[config.mk]
export PLATFORM = sky130hd
export DESIGN_NAME = spiral_strip_index_generator_flat
export DESIGN_NICKNAME = d
export VERILOG_FILES = /design/src/hdl/ssig_pkg.sv /design/src/hdl/ssig_req_if.sv /design/src/hdl/ssig_rsp_if.sv /design/src/hdl/spiral_strip_index_generator.sv /design/src/hdl/ssig_in_stage.sv /design/src/hdl/ssig_core.sv /design/src/hdl/ssig_out_stage.sv /design/src/flat_wrapper.sv
export SDC_FILE = /design/constraint.sdc
export NUM_CORES = 1
export LEC_CHECK = 0
export ABC_CLOCK_PERIOD_IN_PS = 4100
export BUFFER_PORTS_ARGS = -buffer_cell sky130_fd_sc_hd__buf_4
export CORE_MARGIN = 3
export CORE_UTILIZATION = 55
export DETAILED_ROUTE_END_ITERATION = 8
export HOLD_SLACK_MARGIN = 0.03
export PLACE_DENSITY = 0.85
export SYNTH_ARGS = -nofsm -noshare
export SYNTH_HDL_FRONTEND = slang
export SYNTH_SLANG_ARGS = --single-unit
export TNS_END_PERCENT = 50
[constraint.sdc]
create_clock -name clock -period 4.1 [get_ports clock]
set_clock_uncertainty 0.15 [all_clocks]
set_input_delay 0.205 -clock clock [delete_from_list [all_inputs] [get_ports clock]]
set_output_delay 0.205 -clock clock [all_outputs]
set_load 0.03 [all_outputs]
[src/hdl/ssig_pkg.sv]
// Package for the spiral strip index generator: widths, the phase type and
// the structs that link the pipeline stages. No dependencies.
`default_nettype none

package ssig_pkg;

   // Field widths.
   localparam int GRID_W  = 9;
   localparam int INDEX_W = 16;
   localparam int RUN_W   = 9;

   // Grid size after reset.
   localparam logic [GRID_W-1:0] GRID_RESET = 9'd16;

   // Phases of the strip walk.
   typedef enum logic [2:0] {
      PH_DONE,
      PH_FIRST,
      PH_SECOND,
      PH_RIGHT,
      PH_DOWN,
      PH_LEFT,
      PH_UP
   } phase_type;

   // One item leaving the input register toward the core.
   typedef struct packed {
      logic valid;
      logic restart;
   } item_type;

   // One result computed by the core.
   typedef struct packed {
      logic               emit;
      logic [INDEX_W-1:0] vertex_index;
      logic               last;
   } result_type;

endpackage

`default_nettype wire

[src/hdl/ssig_req_if.sv]
// Request channel interface: valid, ready and the restart bit.
// Depends on nothing.
`default_nettype none

interface ssig_req_if;
   logic valid;
   logic ready;
   logic restart;

   modport source (output valid, output restart, input ready);
   modport sink (input valid, input restart, output ready);
endinterface

`default_nettype wire

[src/hdl/ssig_rsp_if.sv]
// Response channel interface: valid, ready, the vertex index and the last flag.
// Depends on ssig_pkg for the index width.
`default_nettype none

interface ssig_rsp_if;
   logic                         valid;
   logic                         ready;
   logic [ssig_pkg::INDEX_W-1:0] vertex_index;
   logic                         last;

   modport source (output valid, output vertex_index, output last, input ready);
   modport sink (input valid, input vertex_index, input last, output ready);
endinterface

`default_nettype wire

[src/hdl/spiral_strip_index_generator.sv]
// Top level of the spiral strip index generator: grid size register,
// input stage, walk core and result register. Depends on ssig_pkg and both interfaces.
//
// Usage: each request beat on req_ch advances the strip by one index, or
// restarts it when restart is 1. A beat yields one response beat on rsp_ch
// carrying vertex_index and last, except a non-restart beat after the strip
// has ended, which is consumed and yields nothing. The indices spiral inward
// over a grid_size by grid_size grid, opening with 0 and grid_size.
// grid_size is written through csr_wr_en/csr_wr_data; the user must do so only while
// idle, as the block itself does not enforce it. A request accepted into the input
// register passes through the core into the result register, which offers its
// response beat. Throughput: one beat per cycle while the receiver does not stall,
// with the step arithmetic on held history between the two registers.
// Reset clears both stages, sets grid_size to 16 and leaves the strip ended,
// so nothing is produced until a restart beat arrives.
// When the receiver stalls, the result register holds its beat, the input
// register holds one more request, and req_ch.ready drops after that.
`default_nettype none

module spiral_strip_index_generator (
   input  wire logic                          clock,
   input  wire logic                          reset,
   ssig_req_if.sink                           req_ch,
   ssig_rsp_if.source                         rsp_ch,
   input  wire logic                          csr_wr_en,
   input  wire logic [ssig_pkg::GRID_W-1:0]   csr_wr_data
);

   logic [ssig_pkg::GRID_W-1:0] grid_size_ff, grid_size_in;
   ssig_pkg::item_type          item;
   ssig_pkg::result_type        result;
   logic                        out_free;

   // Grid size register.
   assign grid_size_in = csr_wr_en ? csr_wr_data : grid_size_ff;

   always_ff @(posedge clock) begin
      if (reset) begin
         grid_size_ff <= ssig_pkg::GRID_RESET;
      end else begin
         grid_size_ff <= grid_size_in;
      end
   end

   ssig_in_stage u_in_stage (
      .clock    (clock),
      .reset    (reset),
      .req_ch   (req_ch),
      .out_free (out_free),
      .item     (item)
   );

   ssig_core u_core (
      .clock     (clock),
      .reset     (reset),
      .item      (item),
      .grid_size (grid_size_ff),
      .result    (result)
   );

   ssig_out_stage u_out_stage (
      .clock    (clock),
      .reset    (reset),
      .result   (result),
      .rsp_ch   (rsp_ch),
      .out_free (out_free)
   );

`ifndef SYNTHESIS
   // A restart beat always produces index 0 without the last flag.
   assert property (@(posedge clock) disable iff (reset)
      (item.valid && item.restart) |=>
         (rsp_ch.valid && (rsp_ch.vertex_index == '0) && !rsp_ch.last))
      else $error("restart beat did not produce index 0");

   // A beat is only passed to the core when the result register has room.
   assert property (@(posedge clock) disable iff (reset)
      result.emit |-> out_free)
      else $error("result produced while result register is full");

   // Reset leaves no response pending.
   assert property (@(posedge clock)
      reset |=> !rsp_ch.valid)
      else $error("response valid right after reset");
`endif

endmodule

`default_nettype wire

[src/hdl/ssig_in_stage.sv]
// Input register of the generator: holds one request beat until the
// output stage can take its result. Depends on ssig_pkg and ssig_req_if.
`default_nettype none

module ssig_in_stage (
   input  wire logic              clock,
   input  wire logic              reset,
   ssig_req_if.sink               req_ch,
   input  wire logic              out_free,
   output ssig_pkg::item_type     item
);

   logic valid_ff, valid_in;
   logic restart_ff, restart_in;
   logic accept;
   logic advance;

   // The held item moves on whenever the result register has room.
   assign advance      = valid_ff && out_free;
   assign req_ch.ready = !valid_ff || out_free;
   assign accept       = req_ch.valid && req_ch.ready;

   always_comb begin
      valid_in   = valid_ff;
      restart_in = restart_ff;
      if (accept) begin
         valid_in   = 1'b1;
         restart_in = req_ch.restart;
      end else if (advance) begin
         valid_in = 1'b0;
      end
   end

   always_ff @(posedge clock) begin
      if (reset) begin
         valid_ff <= 1'b0;
      end else begin
         valid_ff <= valid_in;
      end
      restart_ff <= restart_in;
   end

   assign item.valid   = advance;
   assign item.restart = restart_ff;

endmodule

`default_nettype wire

[src/hdl/ssig_core.sv]
// Walk state of the spiral strip and the index arithmetic for one step.
// Depends on ssig_pkg.
`default_nettype none

module ssig_core (
   input  wire logic                          clock,
   input  wire logic                          reset,
   input  wire ssig_pkg::item_type            item,
   input  wire logic [ssig_pkg::GRID_W-1:0]   grid_size,
   output ssig_pkg::result_type               result
);

   localparam int IndexW = ssig_pkg::INDEX_W;
   localparam int GridW  = ssig_pkg::GRID_W;
   localparam int RunW   = ssig_pkg::RUN_W;

   ssig_pkg::phase_type phase_ff, phase_in, cur_phase;
   logic [RunW-1:0]     run_count_ff, run_count_in, cur_count;
   logic [RunW-1:0]     run_left_ff, run_left_in, cur_left;
   logic                pair_half_ff, pair_half_in, cur_pair;
   logic [IndexW-1:0]   hist_one_ff, hist_two_ff, hist_three_ff;
   logic [IndexW-1:0]   cur_one, cur_two, cur_three;
   logic [IndexW-1:0]   n_ext, step_val, index_val;
   logic [RunW-1:0]     n_minus, count_dec;
   logic                side_done, emit, last;

   // A restart beat sees the cleared state and begins the list.
   assign cur_phase = item.restart ? ssig_pkg::PH_FIRST : phase_ff;
   assign cur_count = item.restart ? '0 : run_count_ff;
   assign cur_left  = item.restart ? '0 : run_left_ff;
   assign cur_pair  = item.restart ? 1'b0 : pair_half_ff;
   assign cur_one   = item.restart ? '0 : hist_one_ff;
   assign cur_two   = item.restart ? '0 : hist_two_ff;
   assign cur_three = item.restart ? '0 : hist_three_ff;

   // Grid size helpers; the run count saturates at zero.
   assign n_ext     = {{(IndexW - GridW){1'b0}}, grid_size};
   assign n_minus   = (grid_size != '0) ? RunW'(grid_size - 1'b1) : '0;
   assign count_dec = (cur_count != '0) ? cur_count - 1'b1 : cur_count;
   assign side_done = (cur_left == '0);

   // Next phase and run counters.
   always_comb begin
      phase_in     = phase_ff;
      run_count_in = run_count_ff;
      run_left_in  = run_left_ff;
      pair_half_in = pair_half_ff;
      if (item.valid) begin
         phase_in     = cur_phase;
         run_count_in = cur_count;
         run_left_in  = cur_left;
         pair_half_in = cur_pair;
         case (cur_phase)
            ssig_pkg::PH_FIRST: begin
               phase_in = ssig_pkg::PH_SECOND;
            end
            ssig_pkg::PH_SECOND: begin
               run_count_in = n_minus;
               if (n_minus == '0) begin
                  phase_in = ssig_pkg::PH_DONE;
               end else begin
                  phase_in     = ssig_pkg::PH_RIGHT;
                  run_left_in  = n_minus;
                  pair_half_in = 1'b0;
               end
            end
            ssig_pkg::PH_RIGHT, ssig_pkg::PH_DOWN,
            ssig_pkg::PH_LEFT, ssig_pkg::PH_UP: begin
               if (!side_done) begin
                  pair_half_in = !cur_pair;
                  if (cur_pair) begin
                     run_left_in = cur_left - 1'b1;
                  end
               end else begin
                  pair_half_in = 1'b0;
                  if (cur_phase == ssig_pkg::PH_RIGHT) begin
                     run_count_in = count_dec;
                     run_left_in  = count_dec;
                     phase_in     = ssig_pkg::PH_DOWN;
                  end else if (cur_phase == ssig_pkg::PH_DOWN) begin
                     run_left_in = cur_count;
                     phase_in    = ssig_pkg::PH_LEFT;
                  end else if (cur_phase == ssig_pkg::PH_LEFT) begin
                     run_count_in = count_dec;
                     run_left_in  = count_dec;
                     phase_in     = ssig_pkg::PH_UP;
                  end else if (cur_count == '0) begin
                     phase_in = ssig_pkg::PH_DONE;
                  end else begin
                     run_left_in = cur_count;
                     phase_in    = ssig_pkg::PH_RIGHT;
                  end
               end
            end
            default: begin
               phase_in = ssig_pkg::PH_DONE;
            end
         endcase
      end
   end

   // Step added to the second-last index in each side phase.
   always_comb begin
      case (cur_phase)
         ssig_pkg::PH_RIGHT: step_val = IndexW'(1);
         ssig_pkg::PH_DOWN:  step_val = n_ext;
         ssig_pkg::PH_LEFT:  step_val = '1;
         default:            step_val = ~n_ext + 1'b1;
      endcase
   end

   // Emitted index and end-of-strip flag.
   always_comb begin
      emit      = 1'b0;
      index_val = '0;
      last      = 1'b0;
      case (cur_phase)
         ssig_pkg::PH_FIRST: begin
            emit = 1'b1;
         end
         ssig_pkg::PH_SECOND: begin
            emit      = 1'b1;
            index_val = n_ext;
            last      = (n_minus == '0);
         end
         ssig_pkg::PH_RIGHT, ssig_pkg::PH_DOWN,
         ssig_pkg::PH_LEFT, ssig_pkg::PH_UP: begin
            emit      = 1'b1;
            index_val = side_done ? cur_three : cur_two + step_val;
            last      = side_done && (cur_phase == ssig_pkg::PH_UP) && (cur_count == '0);
         end
         default: begin
            emit = 1'b0;
         end
      endcase
   end

   // State registers; the history shifts on every emitted index.
   always_ff @(posedge clock) begin
      if (reset) begin
         phase_ff      <= ssig_pkg::PH_DONE;
         run_count_ff  <= '0;
         run_left_ff   <= '0;
         pair_half_ff  <= 1'b0;
         hist_one_ff   <= '0;
         hist_two_ff   <= '0;
         hist_three_ff <= '0;
      end else begin
         phase_ff     <= phase_in;
         run_count_ff <= run_count_in;
         run_left_ff  <= run_left_in;
         pair_half_ff <= pair_half_in;
         if (item.valid && emit) begin
            hist_three_ff <= cur_two;
            hist_two_ff   <= cur_one;
            hist_one_ff   <= index_val;
         end
      end
   end

   assign result.emit         = item.valid && emit;
   assign result.vertex_index = index_val;
   assign result.last         = last;

endmodule

`default_nettype wire

[src/hdl/ssig_out_stage.sv]
// Result register of the generator: drives the response channel and tells
// the input stage when it has room. Depends on ssig_pkg and ssig_rsp_if.
`default_nettype none

module ssig_out_stage (
   input  wire logic                  clock,
   input  wire logic                  reset,
   input  wire ssig_pkg::result_type  result,
   ssig_rsp_if.source                 rsp_ch,
   output logic                       out_free
);

   logic                         valid_ff, valid_in;
   logic [ssig_pkg::INDEX_W-1:0] index_ff, index_in;
   logic                         last_ff, last_in;

   // Room exists when the register is empty or its beat leaves this cycle.
   assign out_free = !valid_ff || rsp_ch.ready;

   always_comb begin
      valid_in = valid_ff;
      index_in = index_ff;
      last_in  = last_ff;
      if (result.emit) begin
         valid_in = 1'b1;
         index_in = result.vertex_index;
         last_in  = result.last;
      end else if (rsp_ch.ready) begin
         valid_in = 1'b0;
      end
   end

   always_ff @(posedge clock) begin
      if (reset) begin
         valid_ff <= 1'b0;
      end else begin
         valid_ff <= valid_in;
      end
      index_ff <= index_in;
      last_ff  <= last_in;
   end

   assign rsp_ch.valid        = valid_ff;
   assign rsp_ch.vertex_index = index_ff;
   assign rsp_ch.last         = last_ff;

endmodule

`default_nettype wire
[src/flat_wrapper.sv]
// flat-port wrapper written by rule: the top's interface ports become plain ports
module spiral_strip_index_generator_flat 
  (clock, reset, csr_wr_en, csr_wr_data, req_ch_valid, req_ch_restart, req_ch_ready, rsp_ch_valid, rsp_ch_vertex_index, rsp_ch_last, rsp_ch_ready);
  ssig_req_if req_ch_i ();
  ssig_rsp_if rsp_ch_i ();
  input  wire logic clock;
  input  wire logic reset;
  input  wire logic csr_wr_en;
  input  wire logic [ssig_pkg::GRID_W-1:0] csr_wr_data;
  input wire logic [$bits(req_ch_i.valid)-1:0] req_ch_valid;
  input wire logic [$bits(req_ch_i.restart)-1:0] req_ch_restart;
  output wire logic [$bits(req_ch_i.ready)-1:0] req_ch_ready;
  output wire logic [$bits(rsp_ch_i.valid)-1:0] rsp_ch_valid;
  output wire logic [$bits(rsp_ch_i.vertex_index)-1:0] rsp_ch_vertex_index;
  output wire logic [$bits(rsp_ch_i.last)-1:0] rsp_ch_last;
  input wire logic [$bits(rsp_ch_i.ready)-1:0] rsp_ch_ready;
  assign req_ch_i.valid = req_ch_valid;
  assign req_ch_i.restart = req_ch_restart;
  assign req_ch_ready = req_ch_i.ready;
  assign rsp_ch_valid = rsp_ch_i.valid;
  assign rsp_ch_vertex_index = rsp_ch_i.vertex_index;
  assign rsp_ch_last = rsp_ch_i.last;
  assign rsp_ch_i.ready = rsp_ch_ready;
  spiral_strip_index_generator u_core (.clock(clock), .reset(reset), .req_ch(req_ch_i), .rsp_ch(rsp_ch_i), .csr_wr_en(csr_wr_en), .csr_wr_data(csr_wr_data));
endmodule
==> results of run 1 <==
==> cells in the final DEF, fill, tap and decap left out, types with 7 or more instances in the layout <==
master	instances
a211oi_1	9
a21oi_1	88
a22oi_1	9
a31oi_1	11
buf_4	58
clkbuf_16	9
dfxtp_1	81
dlygate4sd3_1	12
edfxtp_1	18
ha_1	19
inv_1	17
mux2i_1	15
nand2_1	97
nand2b_1	9
nand3_1	28
nand3b_1	7
nor2_1	48
nor2b_1	24
nor3_1	20
o211ai_1	11
o21ai_0	44
o21ai_1	14
o22ai_1	14
xnor2_1	14
xor2_1	15
==> metal layers <==
layer	share of wire, %	routed length [um]	GRT usage (%)
met2	45	9145	48.71
met4	3.4	691	12.19
met3	11	2163	8.753
met5	0.083	17	0
met1	41	8417	42.54
==> final timing paths <==
path,depth (start not counted),start,slack [ps],to
hold / removal,3,csr_wr_en,70,u_core.grid_size_ff[4]$_SDFFE_PP1P_
hold reg to reg,2,u_core.u_core.hist_two_ff[3]$_SDFFE_PP0P_,300,u_core.u_core.hist_two_ff[3]$_SDFFE_PP0P_
setup reg to reg,14,u_core.grid_size_ff[0]$_SDFFE_PP0P_,110,u_core.u_out_stage.rsp_ch.vertex_index[15]$_DFFE_PP_
setup / recovery,14,u_core.grid_size_ff[0]$_SDFFE_PP0P_,110,u_core.u_out_stage.rsp_ch.vertex_index[15]$_DFFE_PP_
==> sequential cells by signal (all words and copies together), names as in the netlist, 3 cells and up <==
name,flops
u_core.u_core.hist_three_ff,16
u_core.u_out_stage.rsp_ch.vertex_index,16
u_core.u_core.run_left_ff,9
u_core.u_core.run_count_ff,9
u_core.u_core.hist_one_ff,16
u_core.u_core.hist_two_ff,16
u_core.grid_size_ff,9
u_core.u_core.phase_ff,3
==> critical path, cell delays in order, from the launching register on <==
cell	delay, ps
dfxtp_1	400
inv_1	130
ha_1	230
or3b_1	430
nor3_2	180
ha_1	290
o22ai_1	210
a21oi_1	100
ha_1	390
a21o_1	190
a221o_1	320
a221oi_1	330
nand2_1	120
mux2i_1	210
nand2_1	80
==> through the flow <==
stage	total power, W	worst slack, ps	hold slack, ps	TNS, ps
detailed placement	0.001391	236.8	235.6	0
CTS	0.002329	226.1	55.57	0
floorplan	0.001294	451.1	153.9	0
finish	0.002329	113.0	70.36	0
global route	0.002405	-48.11	86.29	-97.07
global placement	0.001381	434.2	233.4	0
==> repair_timing <==
item / 4_1_cts / 5_1_grt
hold endpoints to repair: 13 / 0
hold buffers: 12 / 0
gates resized for setup: 0 / 0
setup endpoints to repair: 0 / 3
==> logic make-up (layout without fill, tap and decap cells) <==
logic type	Yosys count	count (layout)	share of synthesized area [%]
XOR/XNOR	29	29	3.961
AND/OR/NAND/NOR	284	284	22.87
buffers and inverters	81	105	4.917
adder cells (fa/ha/maj)	20	20	4.020
AO/OA/AOI/OAI	275	275	28.00
multiplexers	16	16	2.517
flip-flops	99	99	33.72
==> power breakdown <==
| group | leakage [nW] | internal, W | switching [W] | total [W] |
|---|---|---|---|---|
| registers | 0.821 | 0.00101 | 0.0000281 | 0.00104 |
| clock network | 0.161 | 0.000555 | 0.000383 | 0.000938 |
| logic | 1.73 | 0.000131 | 0.000220 | 0.000351 |
==> final cells by class <==
cell class / count / area share (%)
Inverter: 19 / 0.9868
Tap cell: 140 / 2.424
Timing Repair Buffer: 70 / 7.687
Clock buffer: 11 / 3.359
Clock inverter: 5 / 1.143
Multi-Input combinational cell: 624 / 54.48
Sequential cell: 99 / 29.92
==> reports/results.txt, run 1 <==
number of buffers created by CTS: 9
multi-input logic area: 3938 um^2
final worst-path cycle share: 97.24%
type of the worst min-delay path: input port to flip-flop
die height: 114.0 um
maximum capacitance violations: 0
final wirelength: 20.44 mm
synthesized area: 6412 um^2
Clock Tree Buf Depth: 2
Final Hold Viols: 0
Final Cell Area: 7227 um^2
DPL Wire Length: 13.90 mm
min cycle time layout: 3987 ps
Pleak: 2.713 nW
outcome: finished, final reports clean
starting density of the core: 57.64%
gpl congestion: 0.9791
most instantiated cells after synthesis: nand2_1, a21oi_1, dfxtp_1, clkbuf_1, nor2_1
Post-CTS Setup Bufs: 0
most numerous cell in the Yosys netlist: nand2_1
CTS tree: done
first-pass GRT wire length: 32.44 mm
routed vias/inst: 6.781
DR DRC count: 0
Net Count, Synth: 839
CTS Root Cell: clkbuf_16
Synth top area share: 25.29%
part of the Yosys area used for sequential elements: 33.72%
worst-margin pin slew: 1117 ps
Most used DFF post-synth: dfxtp_1
layout cells sized above 1: 11.84%
via count: 6564
row count: 38
clk_lat worst skew: 360 ps
largest cells by area after synthesis: dfxtp_1, edfxtp_1, a21oi_1, nand2_1, ha_1
CP Class: flip-flop to flip-flop
I/O Buffers: 33
largest net degree at the start of global routing: 66
fill count: 950
Rel. slew slack: 25.56%
clock slew at reported path FFs: 70 ps
Detail Route Antenna Nets: 0
initial antenna violation count: 1
core area: 11130 um^2
fin. max-slew vios: 0
Yosys top cell by area: dfxtp_1
# diodes: 0
vias in the first global route: 6181
Post-synth EDFFs: 18
cell count after synthesis: 804
fin nets: 858
Layout Utilization: 64.96%
total iterations of the first detailed-routing run: 6
Die W: 114.0 um
Arr. time, crit path: 3940 ps
endpoints failing setup: 0
PD cells: 322.3 nW/um^2
critical path launch point type: flip-flop
H-Tree Depth: 3
DR WL/cell: 21.11 um
FMAX: 250.8 MHz
placed cells: 940
RSZ-0062 raised after global routing: true
WP data required: 4050 ps
Yosys warning total: 0
number of distinct library cells after synthesis: 85
die area: 12990 um^2
CP Capture Type: flip-flop
grt total ovfl: 0
fin cells: 968
placed instance area: 6782 um^2
IO Pins: 34
ys async rst share: 0%
Max FO, Critical Path: 8
GRT Overall Usage: 31.72%
Syn Area/Cell: 7.976 um^2
register area: 2162 um^2
worst vdd ir: 0.3868 mV
Synth-to-Final Area Change: 12.70%
Clock Sinks: 99
Yosys reg bits: 99
initial drt markers: 855
(Power assumes the default switching activity.)
==> run 2: changes to the inputs <==
--- a/config.mk
+++ b/config.mk
@@ -10,7 +10,9 @@
 export CORE_MARGIN = 3
 export CORE_UTILIZATION = 55
 export DETAILED_ROUTE_END_ITERATION = 8
+export GPL_TIMING_DRIVEN = 0
 export HOLD_SLACK_MARGIN = 0.03
+export MAX_ROUTING_LAYER = met4
 export PLACE_DENSITY = 0.85
 export SYNTH_ARGS = -nofsm -noshare
 export SYNTH_HDL_FRONTEND = slang
==> reports/results.txt, run 2 (synthesized netlist as in run 1, its figures left out) <==
outcome: finished, final reports clean (unchanged)
worst vdd ir: 0.2687 mV (was 0.3868 mV)
post-layout power: 0.002303 W (was 0.002329 W)
sequential share of power: 44.7% (about the same)
FMAX: 250.4 MHz (was 250.8 MHz)
CTS Root Cell: clkbuf_16 (unchanged)
CP Class: flip-flop to flip-flop (unchanged)
via count: 6868 (was 6564)
GRT Overall Usage: 34.73% (was 31.72%)
total iterations of the first detailed-routing run: 8 (was 6)
CP Capture Type: flip-flop (unchanged)
vias in the first global route: 6411 (was 6181)
met1 Use GR: 46.84% (was 42.54%)
largest net degree at the start of global routing: 27 (was 66)
row count: 38 (unchanged)
DR WL/cell: 21.72 um (was 21.11 um)
origin of the worst setup path: u_core.grid_size_ff[4]$_SDFFE_PP1P_ (was u_core.grid_size_ff[0]$_SDFFE_PP0P_)
number of buffers created by CTS: 9 (unchanged)
Arr. time, crit path: 3930 ps (was 3940 ps)
gr busiest metal: met2 (unchanged)
Pleak: 2.790 nW (was 2.713 nW)
commonest cells after routing, fill and taps aside: nand2_1, a21oi_1, dfxtp_1 (unchanged)
DR DRC count: 0 (unchanged)
initial antenna violation count: 0 (was 1)
PD cells: 308.0 nW/um^2 (was 322.3 nW/um^2)
Clock Tree Buf Depth: 2 (unchanged)
starting density of the core: 57.64% (unchanged)
Final Hold Viols: 0 (unchanged)
clk_lat worst skew: 360 ps (about the same)
core area: 11130 um^2 (unchanged)
fin cells: 1017 (was 968)
H-Tree Depth: 3 (unchanged)
Synth-to-Final Area Change: 16.60% (was 12.70%)
WP data required: 4040 ps (was 4050 ps)
final worst-path cycle share: 97.42% (was 97.24%)
placed cells: 976 (was 940)
IO Pins: 34 (unchanged)
type of the worst min-delay path: input port to flip-flop (unchanged)
met2 global-route usage: 49.49% (was 48.71%)
die area: 12990 um^2 (unchanged)
leading cell type in the layout, fill and taps excluded: nand2_1 (unchanged)
power share of the clock group: 38.1% (was 40.3%)
gpl congestion: 1.002 (was 0.9791)
layout cells sized above 1: 13.34% (was 11.84%)
internal power: 0.001590 W (was 0.001698 W)
Rel. slew slack: 40.82% (was 25.56%)
combinational power share: 17.2% (was 15.1%)
Reg-to-Reg Start: u_core.grid_size_ff[4]$_SDFFE_PP1P_ (was u_core.grid_size_ff[0]$_SDFFE_PP0P_)
clock slew at reported path FFs: 90 ps (was 70 ps)
DPL Wire Length: 15.40 mm (was 13.90 mm)
global routing met3 resource utilization: 9.337% (was 8.753%)
Net Sw Frac: 30.97% (was 27.11%)
routed vias/inst: 6.753 (was 6.781)
# diodes: 0 (unchanged)
Clock Sinks: 99 (unchanged)
P_sw: 0.0007130 W (was 0.0006313 W)
Detail Route Antenna Nets: 0 (unchanged)
initial drt markers: 951 (was 855)
CTS tree: done (unchanged)
die height: 114.0 um (unchanged)
fin nets: 907 (was 858)
fin. max-slew vios: 0 (unchanged)
endpoints failing setup: 0 (unchanged)
grt total ovfl: 0 (unchanged)
min cycle time layout: 3994 ps (was 3987 ps)
critical path launch point type: flip-flop (unchanged)
final wirelength: 22.09 mm (was 20.44 mm)
I/O Buffers: 32 (was 33)
fill count: 942 (was 950)
Max FO, Critical Path: 7 (was 8)
worst-margin pin slew: 880.4 ps (was 1117 ps)
first-pass GRT wire length: 34.40 mm (was 32.44 mm)
maximum capacitance violations: 0 (unchanged)
hold_sp: rsp_ch_ready (was csr_wr_en)
Die W: 114.0 um (unchanged)
-- run 2: per-stage QoR --
stage / setup slack [ps] / hold slack (ps) / utilization (%) / setup TNS (ps) / area [um^2]
4_1_cts: -14.42 / 40.26 / 65.59 / -20.44 / 7297
3_5_place_dp: -1361 / 234.6 / 61.37 / -49620 / 6828
3_3_place_gp: -1392 / 233.0 / 61.37 / -52110 / 6828
2_1_floorplan: 451.1 / 153.9 / - / 0 / 6412
5_1_grt: -10.95 / 61.63 / 67.21 / -10.95 / 7477
6_report: 106.0 / 50.71 / 67.21 / 0 / 7477
-- run 2: worst paths after layout --
| path | endpoint | slack [ps] | cells past startpoint |
|---|---|---|---|
| worst max-delay path | u_core.u_out_stage.rsp_ch.vertex_index[12]$_DFFE_PP_ | 110 | 11 |
| worst min-delay path | u_core.u_in_stage.valid_ff$_SDFFE_PP0P_ | 50 | 4 |
| worst max register to register | u_core.u_out_stage.rsp_ch.vertex_index[12]$_DFFE_PP_ | 110 | 11 |
| worst min register to register | u_core.u_core.hist_two_ff[0]$_SDFFE_PP0P_ | 310 | 2 |
-- run 2: power groups by stage --
stage	registers, W	logic, W	clock network, W
finish	0.00103	0.000397	0.000877
global route	0.00103	0.000422	0.000914
CTS	0.00103	0.000367	0.000875
detailed placement	0.00105	0.000351	0
global placement	0.00105	0.000347	0
floorplan	0.00106	0.000238	0
-- run 2: area by class of cell --
| type | count | area (um^2) | area share, % |
|---|---|---|---|
| well taps | 140 | 175.2 | 2.343 |
| inverters | 19 | 71.32 | 0.9538 |
| multi-input cells | 624 | 4040 | 54.03 |
| flip-flops and latches | 99 | 2162 | 28.92 |
| clock buffers | 9 | 225.2 | 3.012 |
| clock inverters | 7 | 81.33 | 1.088 |
| plain buffers | 61 | 259.0 | 3.464 |
| repair buffers | 58 | 462.9 | 6.191 |
-- run 2: critical path, cell delays in order, from the launching register on --
cell       delay [ps]
dfxtp_1           400
or3_1             390
clkbuf_1          220
or2_1             310
xnor2_1           470
a22oi_1           200
ha_1              420
a2111o_1          430
o2111ai_2         290
a21oi_2           120
mux2i_1           210
a21oi_1           120
-- run 2: repair_timing --
item | 4_1_cts | 5_1_grt
gates resized for setup | 16 | 24
endpoints found under the setup margin | 55 | 35
buffers inserted | 0 | 15
endpoints found under the hold margin | 12 | 0
hold buffers | 11 | 0
cloned | 0 | 0
pin swaps | 0 | 5
-- run 2: metal layers --
layer / vias up / part of all wire, %
met1: 3191 / 41
met5: - / 0
met2: 493 / 42
met3: 83 / 12
met4: 0 / 4.1
li1: 3101 / -
